[config.mk]
export PLATFORM = sky130hd
export DESIGN_NAME = wall_column_projection
export DESIGN_NICKNAME = d
export VERILOG_FILES = /design/src/hdl/wcp_pkg.sv /design/src/hdl/wcp_cos_rom.sv /design/src/hdl/wcp_div.sv /design/src/hdl/wall_column_projection.sv
export SDC_FILE = /design/constraint.sdc
export NUM_CORES = 1
export LEC_CHECK = 0
export BUFFER_PORTS_ARGS = -buffer_cell sky130_fd_sc_hd__buf_2
export CAP_MARGIN = 20
export CORE_MARGIN = 5
export CORE_UTILIZATION = 39
export DETAILED_ROUTE_END_ITERATION = 10
export SKIP_CTS_REPAIR_TIMING = 1
export SLEW_MARGIN = 20
export SYNTH_ARGS = -nofsm -noshare
export SYNTH_HDL_FRONTEND = slang
export SYNTH_HIERARCHICAL = 1
export SYNTH_SLANG_ARGS = --single-unit
[constraint.sdc]
create_clock -name aclk -period 7.3 [get_ports aclk]
set_clock_uncertainty 0.05 [all_clocks]
set_input_delay 0.365 -clock aclk [delete_from_list [all_inputs] [get_ports aclk]]
set_output_delay 0.365 -clock aclk [all_outputs]
set_load 0.03 [all_outputs]
[src/hdl/wcp_pkg.sv]
// Shared constants and types for the wall column projection block.
package wcp_pkg;

    localparam int COS_DEPTH_DEF = 256;
    localparam int COS_W         = 16;

    localparam int COL_W   = 12;
    localparam int ANGLE_W = 16;
    localparam int DIST_W  = 16;
    localparam int SIDE_W  = 2;
    localparam int TILE_W  = 8;
    localparam int SH_W    = 12;
    localparam int CW_W    = 16;
    localparam int LEFT_W  = 16;
    localparam int TOP_W   = 16;
    localparam int HGT_W   = 14;
    localparam int CLR_W   = 8;

    localparam int S_DATA_W = 72;
    localparam int M_DATA_W = 88;
    localparam int CFG_W    = 16;

    // height numerator is screen_height * 128
    localparam int HNUM_W = SH_W + 7;

    localparam logic [13:0] QUARTER_OFS = 14'd0;
    localparam logic [11:0] BRT_FULL    = 12'd2560;
    localparam logic [15:0] BRT_SCALE   = 16'd255;
    // floor(z/25) = (z * 5243) >> 17 for z below 6400
    localparam logic [15:0] RCP_25      = 16'd5243;

    localparam logic [3:0] SHADE_NS   = 4'd10;
    localparam logic [3:0] SHADE_EW   = 4'd9;
    localparam logic [3:0] SHADE_S    = 4'd8;

    localparam logic [SIDE_W-1:0] SIDE_NORTH = 2'd0;
    localparam logic [SIDE_W-1:0] SIDE_SOUTH = 2'd3;

    localparam logic [TILE_W-1:0] TILE_RED   = 8'd2;
    localparam logic [TILE_W-1:0] TILE_GREEN = 8'd3;
    localparam logic [TILE_W-1:0] TILE_BLUE  = 8'd4;

    typedef enum logic [0:0] {
        REG_SCREEN_HEIGHT = 1'b0,
        REG_COLUMN_WIDTH  = 1'b1
    } cfg_reg_t;

endpackage

[src/hdl/wcp_cos_rom.sv]
// Quarter-wave cosine table, Q1.15, built at elaboration, registered read.
module wcp_cos_rom #(
    parameter int COS_TABLE_DEPTH = wcp_pkg::COS_DEPTH_DEF
) (
    input  logic                               aclk,
    input  logic [$clog2(COS_TABLE_DEPTH)-1:0] idx,
    output logic [wcp_pkg::COS_W-1:0]          data
);
    import wcp_pkg::*;

    localparam logic [63:0] PI_Q30  = 64'd3373259426;
    localparam logic [63:0] ONE_Q30 = 64'd1073741824;
    localparam int          ROM_W   = COS_TABLE_DEPTH * COS_W;

    function automatic logic [COS_W-1:0] cos_entry(input int k);
        logic [63:0] theta;
        logic [63:0] x2;
        logic [63:0] term;
        logic [63:0] v;
        longint      sum;
        begin
            theta = (64'(k) * PI_Q30) / (2 * COS_TABLE_DEPTH);
            x2    = (theta * theta) >> 30;
            term  = ONE_Q30;
            sum   = longint'(ONE_Q30);
            for (int i = 1; i <= 12; i++) begin
                term = (term * x2) >> 30;
                term = term / 64'((2 * i - 1) * (2 * i));
                if (i % 2 == 1) begin
                    sum = sum - longint'(term);
                end else begin
                    sum = sum + longint'(term);
                end
            end
            if (sum < 0) begin
                sum = 0;
            end
            v = (64'(sum) + 64'd16384) >> 15;
            if (v > 64'd32768) begin
                v = 64'd32768;
            end
            cos_entry = v[COS_W-1:0];
        end
    endfunction

    function automatic logic [ROM_W-1:0] build_rom();
        logic [ROM_W-1:0] rom;
        begin
            rom = '0;
            for (int k = 0; k < COS_TABLE_DEPTH; k++) begin
                rom[k*COS_W +: COS_W] = cos_entry(k);
            end
            build_rom = rom;
        end
    endfunction

    localparam logic [ROM_W-1:0] COS_ROM = build_rom();

    logic [COS_W-1:0] data_reg;

    always_ff @(posedge aclk) begin
        data_reg <= COS_ROM[idx*COS_W +: COS_W];
    end

    assign data = data_reg;

endmodule

[src/hdl/wcp_div.sv]
// Restoring divider, one quotient bit per cycle.
module wcp_div #(
    parameter int NUM_W = wcp_pkg::HNUM_W,
    parameter int DEN_W = wcp_pkg::DIST_W
) (
    input  logic             aclk,
    input  logic             aresetn,
    input  logic             start,
    input  logic [NUM_W-1:0] num,
    input  logic [DEN_W-1:0] den,
    output logic             busy,
    output logic [NUM_W-1:0] quot
);
    import wcp_pkg::*;

    localparam int CNT_W = $clog2(NUM_W);

    logic [DEN_W-1:0] rem_reg, rem_next;
    logic [NUM_W-1:0] quo_reg, quo_next;
    logic [DEN_W-1:0] den_reg;
    logic [CNT_W-1:0] cnt_reg;
    logic             busy_reg;
    logic [DEN_W:0]   trial;
    logic             ge;

    always_comb begin
        trial    = {rem_reg, quo_reg[NUM_W-1]};
        ge       = trial >= {1'b0, den_reg};
        rem_next = ge ? DEN_W'(trial - {1'b0, den_reg}) : trial[DEN_W-1:0];
        quo_next = {quo_reg[NUM_W-2:0], ge};
    end

    always_ff @(posedge aclk) begin
        if (!aresetn) begin
            busy_reg <= 1'b0;
            cnt_reg  <= '0;
        end else if (start) begin
            busy_reg <= 1'b1;
            cnt_reg  <= '0;
        end else if (busy_reg) begin
            cnt_reg <= cnt_reg + 1'b1;
            if (cnt_reg == CNT_W'(NUM_W - 1)) begin
                busy_reg <= 1'b0;
            end
        end
    end

    always_ff @(posedge aclk) begin
        if (start) begin
            rem_reg <= '0;
            quo_reg <= num;
            den_reg <= den;
        end else if (busy_reg) begin
            rem_reg <= rem_next;
            quo_reg <= quo_next;
        end
    end

    assign busy = busy_reg;
    assign quot = quo_reg;

endmodule

[src/hdl/wall_column_projection.sv]
// Wall column projection: sequencer around a shared multiplier and divider.
// One ray request is taken when s_tready is high; the block then works on it alone. With a
// positive corrected distance the result is loaded into the output register after these steps:
// cosine read, distance multiply, then a divide for the column height that overlaps the
// brightness and left-edge multiplies, and a final step to finish. s_tready returns after the
// load, so a new request is taken only once the previous one is done. Without a divide the
// steps are the same but for the wait on the divider.
// The result register holds while m_tready is low, and the next request is accepted meanwhile;
// its result then waits until the held one is taken.
// The cosine table is fixed and needs no fill after reset.
module wall_column_projection #(
    parameter int COS_TABLE_DEPTH = wcp_pkg::COS_DEPTH_DEF
) (
    input  logic                          aclk,
    input  logic                          aresetn,
    input  logic                          cfg_wen,
    input  wcp_pkg::cfg_reg_t             cfg_index,
    input  logic [wcp_pkg::CFG_W-1:0]     cfg_wdata,
    input  logic                          s_tvalid,
    output logic                          s_tready,
    // column_index, ray_angle, view_angle, ray_distance, wall_side, tile_value
    input  logic [wcp_pkg::S_DATA_W-1:0]  s_tdata,
    // frame_start
    input  logic                          s_tuser,
    output logic                          m_tvalid,
    input  logic                          m_tready,
    // out_column, column_left, column_top, column_height, red, green, blue
    output logic [wcp_pkg::M_DATA_W-1:0]  m_tdata
);
    import wcp_pkg::*;

    localparam int IDX_W = $clog2(COS_TABLE_DEPTH);

    typedef enum logic [3:0] {
        S_IDLE,
        S_COS,
        S_MUL_DIST,
        S_MAG,
        S_MUL_BRT,
        S_MUL_RCP,
        S_MUL_LEFT,
        S_WAIT,
        S_DONE
    } state_t;

    state_t state_reg;

    logic [SH_W-1:0]   sh_reg;
    logic [CW_W-1:0]   cw_reg;
    logic [COL_W-1:0]  col_reg;
    logic [DIST_W-1:0] dist_reg;
    logic [SIDE_W-1:0] side_reg;
    logic [TILE_W-1:0] tile_reg;
    logic              fs_reg;
    logic              neg_reg;
    logic              zero_reg;
    logic [IDX_W-1:0]  idx_reg;
    logic [31:0]       prod_reg;
    logic              dcpos_reg;
    logic [14:0]       ms_reg;
    logic [CLR_W-1:0]  level_reg;
    logic [HGT_W-1:0]  held_reg;
    logic              m_tvalid_reg;
    logic [M_DATA_W-1:0] m_tdata_reg;

    // input unpack
    logic [COL_W-1:0]   in_col;
    logic [ANGLE_W-1:0] in_ray;
    logic [ANGLE_W-1:0] in_view;
    logic [DIST_W-1:0]  in_dist;
    logic [SIDE_W-1:0]  in_side;
    logic [TILE_W-1:0]  in_tile;

    assign in_col  = s_tdata[11:0];
    assign in_ray  = s_tdata[27:12];
    assign in_view = s_tdata[43:28];
    assign in_dist = s_tdata[59:44];
    assign in_side = s_tdata[61:60];
    assign in_tile = s_tdata[69:62];

    // angle folding into a quarter-wave table index
    logic [ANGLE_W-1:0] ang;
    logic [1:0]         quad;
    logic [13:0]        ofs;
    logic [14:0]        u;
    logic [31:0]        idx_prod;
    logic               ang_zero;
    logic               ang_neg;

    always_comb begin
        ang      = in_ray - in_view;
        quad     = ang[15:14];
        ofs      = ang[13:0];
        u        = quad[0] ? (15'd16384 - {1'b0, ofs}) : {1'b0, ofs};
        ang_zero = quad[0] && (ofs == QUARTER_OFS);
        ang_neg  = quad[1] ^ quad[0];
        idx_prod = 32'(u) * 32'(COS_TABLE_DEPTH);
    end

    logic [COS_W-1:0] cos_data;

    wcp_cos_rom #(
        .COS_TABLE_DEPTH(COS_TABLE_DEPTH)
    ) u_rom (
        .aclk(aclk),
        .idx (idx_reg),
        .data(cos_data)
    );

    // corrected distance and brightness operand
    logic [DIST_W-1:0] mag;
    logic              dcpos;
    logic [11:0]       bm;
    logic [3:0]        shade;
    logic [14:0]       ms;

    always_comb begin
        mag   = prod_reg[30:15];
        dcpos = !neg_reg && (mag != '0);
        if (!dcpos) begin
            bm = BRT_FULL;
        end else if (mag >= DIST_W'(BRT_FULL)) begin
            bm = '0;
        end else begin
            bm = 12'(DIST_W'(BRT_FULL) - mag);
        end
        if (side_reg == SIDE_NORTH) begin
            shade = SHADE_NS;
        end else if (side_reg == SIDE_SOUTH) begin
            shade = SHADE_S;
        end else begin
            shade = SHADE_EW;
        end
        ms = 15'(bm) * 15'(shade);
    end

    logic              div_start;
    logic              div_busy;
    logic [HNUM_W-1:0] div_quot;

    assign div_start = (state_reg == S_MAG) && dcpos;

    wcp_div #(
        .NUM_W(HNUM_W),
        .DEN_W(DIST_W)
    ) u_div (
        .aclk   (aclk),
        .aresetn(aresetn),
        .start  (div_start),
        .num    ({sh_reg, 7'd0}),
        .den    (mag),
        .busy   (div_busy),
        .quot   (div_quot)
    );

    // shared multiplier
    logic [15:0] mul_a;
    logic [15:0] mul_b;

    always_comb begin
        unique case (state_reg)
            S_MUL_DIST: begin
                mul_a = dist_reg;
                mul_b = zero_reg ? '0 : cos_data;
            end
            S_MUL_BRT: begin
                mul_a = 16'(ms_reg);
                mul_b = BRT_SCALE;
            end
            S_MUL_RCP: begin
                mul_a = 16'(prod_reg[22:10]);
                mul_b = RCP_25;
            end
            S_MUL_LEFT: begin
                mul_a = 16'(col_reg);
                mul_b = cw_reg;
            end
            default: begin
                mul_a = '0;
                mul_b = '0;
            end
        endcase
    end

    // result assembly
    logic [HGT_W-1:0]        hsat;
    logic [HGT_W-1:0]        height;
    logic signed [TOP_W-1:0] diff;
    logic signed [TOP_W-1:0] top;
    logic [LEFT_W-1:0]       left;
    logic                    gray;
    logic [CLR_W-1:0]        red;
    logic [CLR_W-1:0]        green;
    logic [CLR_W-1:0]        blue;

    always_comb begin
        hsat   = (|div_quot[HNUM_W-1:HGT_W]) ? '1 : div_quot[HGT_W-1:0];
        height = dcpos_reg ? hsat : (fs_reg ? '0 : held_reg);
        diff   = signed'(TOP_W'(sh_reg)) - signed'(TOP_W'(height));
        top    = diff >>> 1;
        left   = (|prod_reg[31:24]) ? '1 : prod_reg[23:8];
        gray   = (tile_reg < TILE_RED) || (tile_reg > TILE_BLUE);
        red    = (gray || tile_reg == TILE_RED)   ? level_reg : '0;
        green  = (gray || tile_reg == TILE_GREEN) ? level_reg : '0;
        blue   = (gray || tile_reg == TILE_BLUE)  ? level_reg : '0;
    end

    always_ff @(posedge aclk) begin
        if (!aresetn) begin
            sh_reg <= SH_W'(480);
            cw_reg <= CW_W'(256);
        end else if (cfg_wen) begin
            unique case (cfg_index)
                REG_SCREEN_HEIGHT: sh_reg <= cfg_wdata[SH_W-1:0];
                REG_COLUMN_WIDTH:  cw_reg <= cfg_wdata[CW_W-1:0];
            endcase
        end
    end

    always_ff @(posedge aclk) begin
        if (!aresetn) begin
            state_reg    <= S_IDLE;
            held_reg     <= '0;
            m_tvalid_reg <= 1'b0;
        end else begin
            if (m_tvalid_reg && m_tready && state_reg != S_DONE) begin
                m_tvalid_reg <= 1'b0;
            end
            unique case (state_reg)
                S_IDLE: begin
                    if (s_tvalid) begin
                        state_reg <= S_COS;
                    end
                end
                S_COS:      state_reg <= S_MUL_DIST;
                S_MUL_DIST: state_reg <= S_MAG;
                S_MAG:      state_reg <= S_MUL_BRT;
                S_MUL_BRT:  state_reg <= S_MUL_RCP;
                S_MUL_RCP:  state_reg <= S_MUL_LEFT;
                S_MUL_LEFT: state_reg <= S_WAIT;
                S_WAIT: begin
                    if (!div_busy) begin
                        state_reg <= S_DONE;
                    end
                end
                S_DONE: begin
                    if (!m_tvalid_reg || m_tready) begin
                        held_reg     <= height;
                        m_tvalid_reg <= 1'b1;
                        state_reg    <= S_IDLE;
                    end
                end
                default: state_reg <= S_IDLE;
            endcase
        end
    end

    always_ff @(posedge aclk) begin
        if (state_reg == S_IDLE && s_tvalid) begin
            col_reg  <= in_col;
            dist_reg <= in_dist;
            side_reg <= in_side;
            tile_reg <= in_tile;
            fs_reg   <= s_tuser;
            neg_reg  <= ang_neg;
            zero_reg <= ang_zero;
            idx_reg  <= idx_prod[14 +: IDX_W];
        end
        if (state_reg == S_MUL_DIST || state_reg == S_MUL_BRT ||
            state_reg == S_MUL_RCP || state_reg == S_MUL_LEFT) begin
            prod_reg <= 32'(mul_a) * 32'(mul_b);
        end
        if (state_reg == S_MAG) begin
            dcpos_reg <= dcpos;
            ms_reg    <= ms;
        end
        if (state_reg == S_MUL_LEFT) begin
            level_reg <= (|prod_reg[31:25]) ? '1 : prod_reg[24:17];
        end
        if (state_reg == S_DONE && (!m_tvalid_reg || m_tready)) begin
            m_tdata_reg <= {6'd0, blue, green, red, height, top, left, col_reg};
        end
    end

    assign s_tready = (state_reg == S_IDLE);
    assign m_tvalid = m_tvalid_reg;
    assign m_tdata  = m_tdata_reg;

endmodule

## Yosys cells after proc, flatten, opt, wreduce, memory -nomap -nowiden

Cells that the tools add are included.

| operators by class | value |
|---|---|
| $add $sub $neg | 6 |
| multiply operators | 2 |
| $lt $le $gt $ge | 4 |
| equal/unequal tests | 17 |
| shifts and indexed selects | 1 |
| mux-type cells | 24 |
| bitwise logic cells | 3 |
| reductions and logical operators | 30 |

Operators by type and width:

| cell | number |
|---|---|
| 4096-bit by 13-bit indexed part select with 16-bit output (first input constant) | 1 |
| 16-bit case mux with 4 select lines | 2 |
| 14-bit 2-to-1 mux | 4 |
| 19-bit 2-to-1 mux | 2 |
| 4-bit case mux with 9 select lines | 1 |
| 16-bit by 16-bit multiplier with 32-bit output | 1 |
| 16-bit 2-to-1 mux | 2 |
| 16-bit subtractor | 2 |
| 12-bit 2-to-1 mux | 2 |
| 17-bit by 16-bit greater-or-equal comparator with 1-bit output | 1 |
| 4-bit by 3-bit == test with 1-bit output (second input constant) | 4 |
| 8-bit by 2-bit == test with 1-bit output (second input constant) | 2 |
| 16-bit by 12-bit greater-or-equal comparator with 1-bit output (second input constant) | 1 |
| 16-bit nonzero test | 1 |
| 12-bit by 4-bit multiplier with 15-bit output | 1 |
| 12-bit by 14-bit subtractor with 15-bit output | 1 |
| 14-bit logical NOT | 1 |
| 1-bit by 14-bit subtractor with 14-bit output (first input constant) | 1 |
| 4-bit 2-to-1 mux | 3 |
| 12-bit subtractor (first input constant) | 1 |
| 4-bit by 2-bit == test with 1-bit output (second input constant) | 2 |
| 8-bit by 3-bit == test with 1-bit output (second input constant) | 1 |
| 8-bit by 3-bit > comparator with 1-bit output (second input constant) | 1 |
| 1-bit logical OR | 8 |
| 24 further kinds | 41 |

| storage, ports and cells | value |
|---|---|
| flip-flop bits (word level) | 307 |
| input port bits | 95 |
| output and inout bits | 90 |
| word-level logic and storage cells | 116 |

## Depth between registers and ports, before layout

| logic depth | value |
|---|---|
| depth after elaboration | 5 |
| mapped depth | 28 |
| mapped depth without buffers | 25 |

## Cells and area by module

The synthesis kept the hierarchy.

Modules (own cells, without submodules):

| module | instances | cells an instance | area each (um2) | seq. area each (um2) |
|---|---|---|---|---|
| wall_column_projection | 1 | 1994 | 19568.8 | 6256.0 |
| wcp_cos_rom | 1 | 688 | 4530.6 | 320.3 |
| wcp_div | 1 | 300 | 3216.8 | 1491.4 |

## Worst setup path before layout

No wires, ideal clock.

| timing | value |
|---|---|
| path kind | reg-to-reg |
| from | register state_reg[2] |
| to | register prod_reg[31] (data pin) |
| setup time | 260 ps |
| arrival time | 7433 ps |
| data required time | 6990 ps |
| slack | -443 ps |
| cell stages (with the launch flop) | 25 |
| buffers on the path | 4 |
| period minus slack after synthesis | 7743 ps |
| path through | dfxtp_1 > buf_4 > clkbuf_1 > and3_1 > clkbuf_1 > buf_1 > a22oi_1 > nor2_1 > fa_1 > fa_1 > fa_1 > fa_1 > fa_1 > inv_1 > fa_1 > inv_1 > ha_1 > a21o_1 > a221o_1 > a221oi_1 > o21ai_1 > a31oi_1 > o211ai_1 > a21oi_1 > xnor2_1 |

| between the ends | value |
|---|---|
| longest elaborated chain between the ends | 3 |
| elaborated cells on any way between the ends | 7 |
| those cells by class | 1 x mul; 4 x eq/ne; 2 x mux |

Ends and longest elaborated chain:

| what | line | source |
|---|---|---|
| start, declared | wall_column_projection.sv:46 | `state_t state_reg;` |
| start signal, assigned | wall_column_projection.sv:222 | `state_reg <= S_IDLE;` |
| start signal, assigned | wall_column_projection.sv:232 | `state_reg <= S_COS;` |
| start signal, assigned | wall_column_projection.sv:235 | `S_COS: state_reg <= S_MUL_DIST;` |
| 4-bit by 3-bit == test with 1-bit output / 4-bit by 2-bit == test with 1-bit output (equally long branches) | wall_column_projection.sv:161 | `unique case (state_reg)` |
| 16-bit case mux with 4 select lines | wall_column_projection.sv:161 |  |
| 16-bit by 16-bit multiplier with 32-bit output (*) | wall_column_projection.sv:271 | `prod_reg <= 32'(mul_a) * 32'(mul_b);` |
| end signal, assigned | wall_column_projection.sv:271 |  |
| end, declared | wall_column_projection.sv:58 | `logic [31:0] prod_reg;` |

Every way passes the cells marked *; elsewhere a longest branch is shown, timed or not.
A chain may end at the register's enable or synchronous reset.

## Final worst setup path

| timing | value |
|---|---|
| from | register state_reg[3] |
| to | register prod_reg[25] (data pin) |

Same word-level chain as after synthesis.

==> flow_results.org <==
** Clocking
- CTS sink cnt :: 297
- Clock tree from TritonCTS :: built
- Clock-pin transition on the worst setup and hold timing paths :: 60 ps
- Total number of H-tree levels :: 2
- Number of buffers added by the clock tree synthesis step :: 34
- CTS root buf :: sky130_fd_sc_hd__clkbuf_16
- In this run the deepest clock path goes through 3 buffers.
- Clock latency on the worst-skew pair :: 550 ps

** STA
- Finish-stage setup viols :: 0
- Total Neg Setup Slack :: 0 ps
- Peak Freq :: 0.142 GHz
- Measured slew at the worst slew-check pin :: about 1200 ps
- Slew Viols, Final :: 0
- Portion of the clock cycle consumed by the worst path in the final layout :: 96.4%
- The final number of hold-violating endpoints came to 0.
- Worst-case setup margin in the final layout :: 264 ps
- Final hold analysis gives a worst-case slack of 0.222 ps.
- In this run the tightest slew margin relative to its limit is 21.6%.
- For the finished layout, the period the worst path requires is just over 7000 ps.

** Setup path
- Crit end category :: register
- The worst setup path is of the register to register kind.
- Required time at the worst-slack endpoint :: 7530 ps
- Bufs and invs on worst path :: 8
- Along the worst path, the maximum fanout reaches 8.
- Slowest CP cell :: sky130_fd_sc_hd__fa_1
- Max stage delay on crit path :: 570 ps
- By instance count, the cell type seen most on the critical path is sky130_fd_sc_hd__fa_1.
- The worst setup path is launched from a register.
- WP data arrival :: 7260 ps
- CP delay by family, top :: adder cells

** Synth
- The average instance in the mapped netlist occupies 9.16 um2.
- Number of synthesized flops with an enable pin :: about 210
- In this run the cell area of the synthesized design comes to 0.0273 mm2.
- Ys async rst share :: 0%
- Leading cell types by total area after synthesis :: sky130_fd_sc_hd__edfxtp_1 (23%), sky130_fd_sc_hd__fa_1 (15%), sky130_fd_sc_hd__ha_1 (8.7%), sky130_fd_sc_hd__dfxtp_1 (6.2%), sky130_fd_sc_hd__inv_1 (4.9%)
- Among all flip-flop cells after synthesis, the most frequent one is sky130_fd_sc_hd__edfxtp_1.
- After synthesis the netlist holds a flip-flop and latch count of 297.
- The biggest area contributor in the post-synthesis netlist is sky130_fd_sc_hd__edfxtp_1.
- Cell count after synthesis :: 2,982
- Sequential cells were found to cover 29.5% of the synthesized design area.
- Top-area cell type share of the netlist area :: 23.3%
- Synthesis Warnings :: 6
- Number of unique standard cell types used by synthesis :: between 100 and 150

** Floorplanning
- From left edge to right edge, the die measures 275 um.
- Top-level port count :: ~190
- DIE HEIGHT :: 275 um
- Die area :: 0.0754 mm2
- For this configuration, the core starts out at a cell density of 39.1%.
- Core Rows :: 97
- Total core area :: 0.0698 mm2

** Drt
- In the final routed layout, each cell accounts on average for 20.0 um.
- Detailed Route WL :: around 85 mm
- The first TritonRoute pass finished after 6 iterations.
- Post-DRT Antenna Nets :: 0
- Summing over every cut layer, the via total after detailed routing is 22,932.
- The first routing iteration left 2,146 violations.
- After detailed routing, the number of remaining DRC violations is 0.
- After detailed routing, the number of vias per cell comes to roughly 5.4.

** Power
- Part of the power in registers :: 32.8%
- Total power of the final layout :: 6390 uW
- Reported leakage power :: 0.0139 uW
- Power density over the cells :: 198 mW/mm2
- IR analysis of the VDD net gives a maximum drop of 0.000146 V.
- The share of total power dissipated in the clock network is roughly 27%.
- Of the total power, the share spent switching nets is 38.4%.
- The internal portion of the total power is 3940 uW.
- Switching power :: 2450 uW
- Combinational logic is responsible for 40.1% of the overall power.

** Placement
- Port-buffer cells :: 176
- The HPWL after detailed placement is ~66 mm.
- The congestion estimate from routability-driven global placement came to ~0.99.
- Prior to clock tree synthesis, the placed netlist has a worst setup slack of -209 ps.

** Cells and area
- Total inserted antenna cells :: 0
- From synthesis to final layout, the design area changed by 18.4%.
- The register with the most flip-flops in the layout has 80 of them.
- Share of the core filled with cells :: between 40% and 50%
- Filler cells :: 6,716
- Share of cells above drive strength 1 :: between 10% and 20%
- NumNets Final :: 3,792

** GRT
- After global routing the overflow that remains totals 0.
- The number of global-route vias before repair was approximately 22,000.
- Largest net degree at the start of global routing :: 151
- GRT Resource Usage Total :: 22.1%
- The first global-routing pass estimated 131 mm of wire.
- Antenna violations before repair :: 0

** Run status
- Outcome :: completed

** Run
- Number of maximum-capacitance constraint violations :: 0

** Min path
- In this run the worst hold path is classified as primary input to register.
-- worst register-to-register path, cell delays in order, from the launching register on --
cell and delay (ps):
sky130_fd_sc_hd__dfxtp_1 310, sky130_fd_sc_hd__buf_4 160, sky130_fd_sc_hd__or3b_4 400, sky130_fd_sc_hd__nor2_4 180, sky130_fd_sc_hd__buf_12 150, sky130_fd_sc_hd__buf_4 140
sky130_fd_sc_hd__a22oi_2 70, sky130_fd_sc_hd__buf_4 180, sky130_fd_sc_hd__buf_4 170, sky130_fd_sc_hd__or2_2 310, sky130_fd_sc_hd__fa_1 480, sky130_fd_sc_hd__fa_1 430
sky130_fd_sc_hd__inv_1 100, sky130_fd_sc_hd__ha_1 140, sky130_fd_sc_hd__inv_1 50, sky130_fd_sc_hd__fa_1 570, sky130_fd_sc_hd__fa_1 450, sky130_fd_sc_hd__fa_1 550
sky130_fd_sc_hd__inv_1 40, sky130_fd_sc_hd__ha_1 380, sky130_fd_sc_hd__a21o_1 200, sky130_fd_sc_hd__a311oi_1 370, sky130_fd_sc_hd__o31ai_4 170, sky130_fd_sc_hd__a21oi_2 260
sky130_fd_sc_hd__o31ai_4 120, sky130_fd_sc_hd__a41oi_1 260, sky130_fd_sc_hd__xnor2_1 80
-- power by group through the flow --
| stage | Clock (uW) | Sequential (uW) | Combinational (uW) |
|---|---|---|---|
| floorplan | 0 | 2090 | 1730 |
| global placement | 0 | 2130 | 2460 |
| detailed placement | 0 | 2130 | 2460 |
| CTS | 1780 | 2090 | 2470 |
| global route | 1840 | 2120 | 2780 |
| finish | 1730 | 2100 | 2560 |
-- path summary, 6_finish.rpt --
| kind | slack, ps | startpoint | cells past startpoint | end |
|---|---|---|---|---|
| min reg2reg | 400 | prod_reg[27] | 0 | u_div/den_reg[12] |
| max | 260 | state_reg[3] | 26 | prod_reg[25] |
| max reg2reg | 260 | state_reg[3] | 26 | prod_reg[25] |
| min | 0.2 | cfg_wdata[5] | 3 | sh_reg[5] |
-- metal layers --
metal  GRT usage, %  part of all wire [%]  up-vias
met4           8.23                   3.9        0
met3           3.40                   7.1      169
met2           36.6                    47      910
met1           29.3                    42    10972
li1               -                     -    10881
met5              0                     0        -
-- synth_stat cells, types with 52 or more instances --
cell,instances
sky130_fd_sc_hd__inv_1,360
sky130_fd_sc_hd__ha_1,191
sky130_fd_sc_hd__nand2b_1,53
sky130_fd_sc_hd__clkbuf_1,81
sky130_fd_sc_hd__a21oi_1,127
sky130_fd_sc_hd__xnor2_1,58
sky130_fd_sc_hd__dfxtp_1,85
sky130_fd_sc_hd__edfxtp_1,212
sky130_fd_sc_hd__o21ai_0,104
sky130_fd_sc_hd__nor2b_1,66
sky130_fd_sc_hd__nor2_1,255
sky130_fd_sc_hd__fa_1,205
sky130_fd_sc_hd__nand3_1,52
sky130_fd_sc_hd__nand2_1,347
-- stage by stage --
step	area [um2]	std cells
after floorplan	27400	2994
after detailed placement	30500	4160
after global routing	32400	4267
after CTS	31600	4222
final	32400	4267
after global placement	30500	4160
-- cells in the final DEF (no fill, tap or decap), drive strengths merged, types with 34 or more instances in the layout --
cell type	count
and2	45
a21oi	130
nand2	348
nand2b	53
clkbuf	41
nor2	259
ha	191
dfxtp	85
dlygate4sd3	39
nor2b	66
nor3	34
nand3	52
o21ai	135
edfxtp	212
fa	205
buf	393
inv	368
xnor2	59
-- layout make-up --
type / count / area, um2 / area share (%)
Timing Repair Buffer: 433 / 3220 / 9.95
Sequential cell: 297 / 8070 / 25.0
Tap cell: 940 / 1180 / 3.64
Clock inverter: 22 / 226 / 0.700
Multi-Input combinational cell: 2169 / 17400 / 53.7
Inverter: 366 / 1380 / 4.25
Clock buffer: 40 / 895 / 2.76
-- cell families (layout without fill, tap and decap cells) --
group	count (synthesis)	in the layout	share of synthesized area (%)
buffers and inverters	529	861	8.21
AOI/OAI and AO/OA	639	639	16.3
muxes	53	53	2.36
DFF	297	297	29.5
and+or+nand+nor	975	976	16.8
adders and majority gates	397	397	23.8
xor gates and xnor gates	91	91	2.95
other	1	13	0.0137
Note: power is estimated with default switching activity, not from simulation.
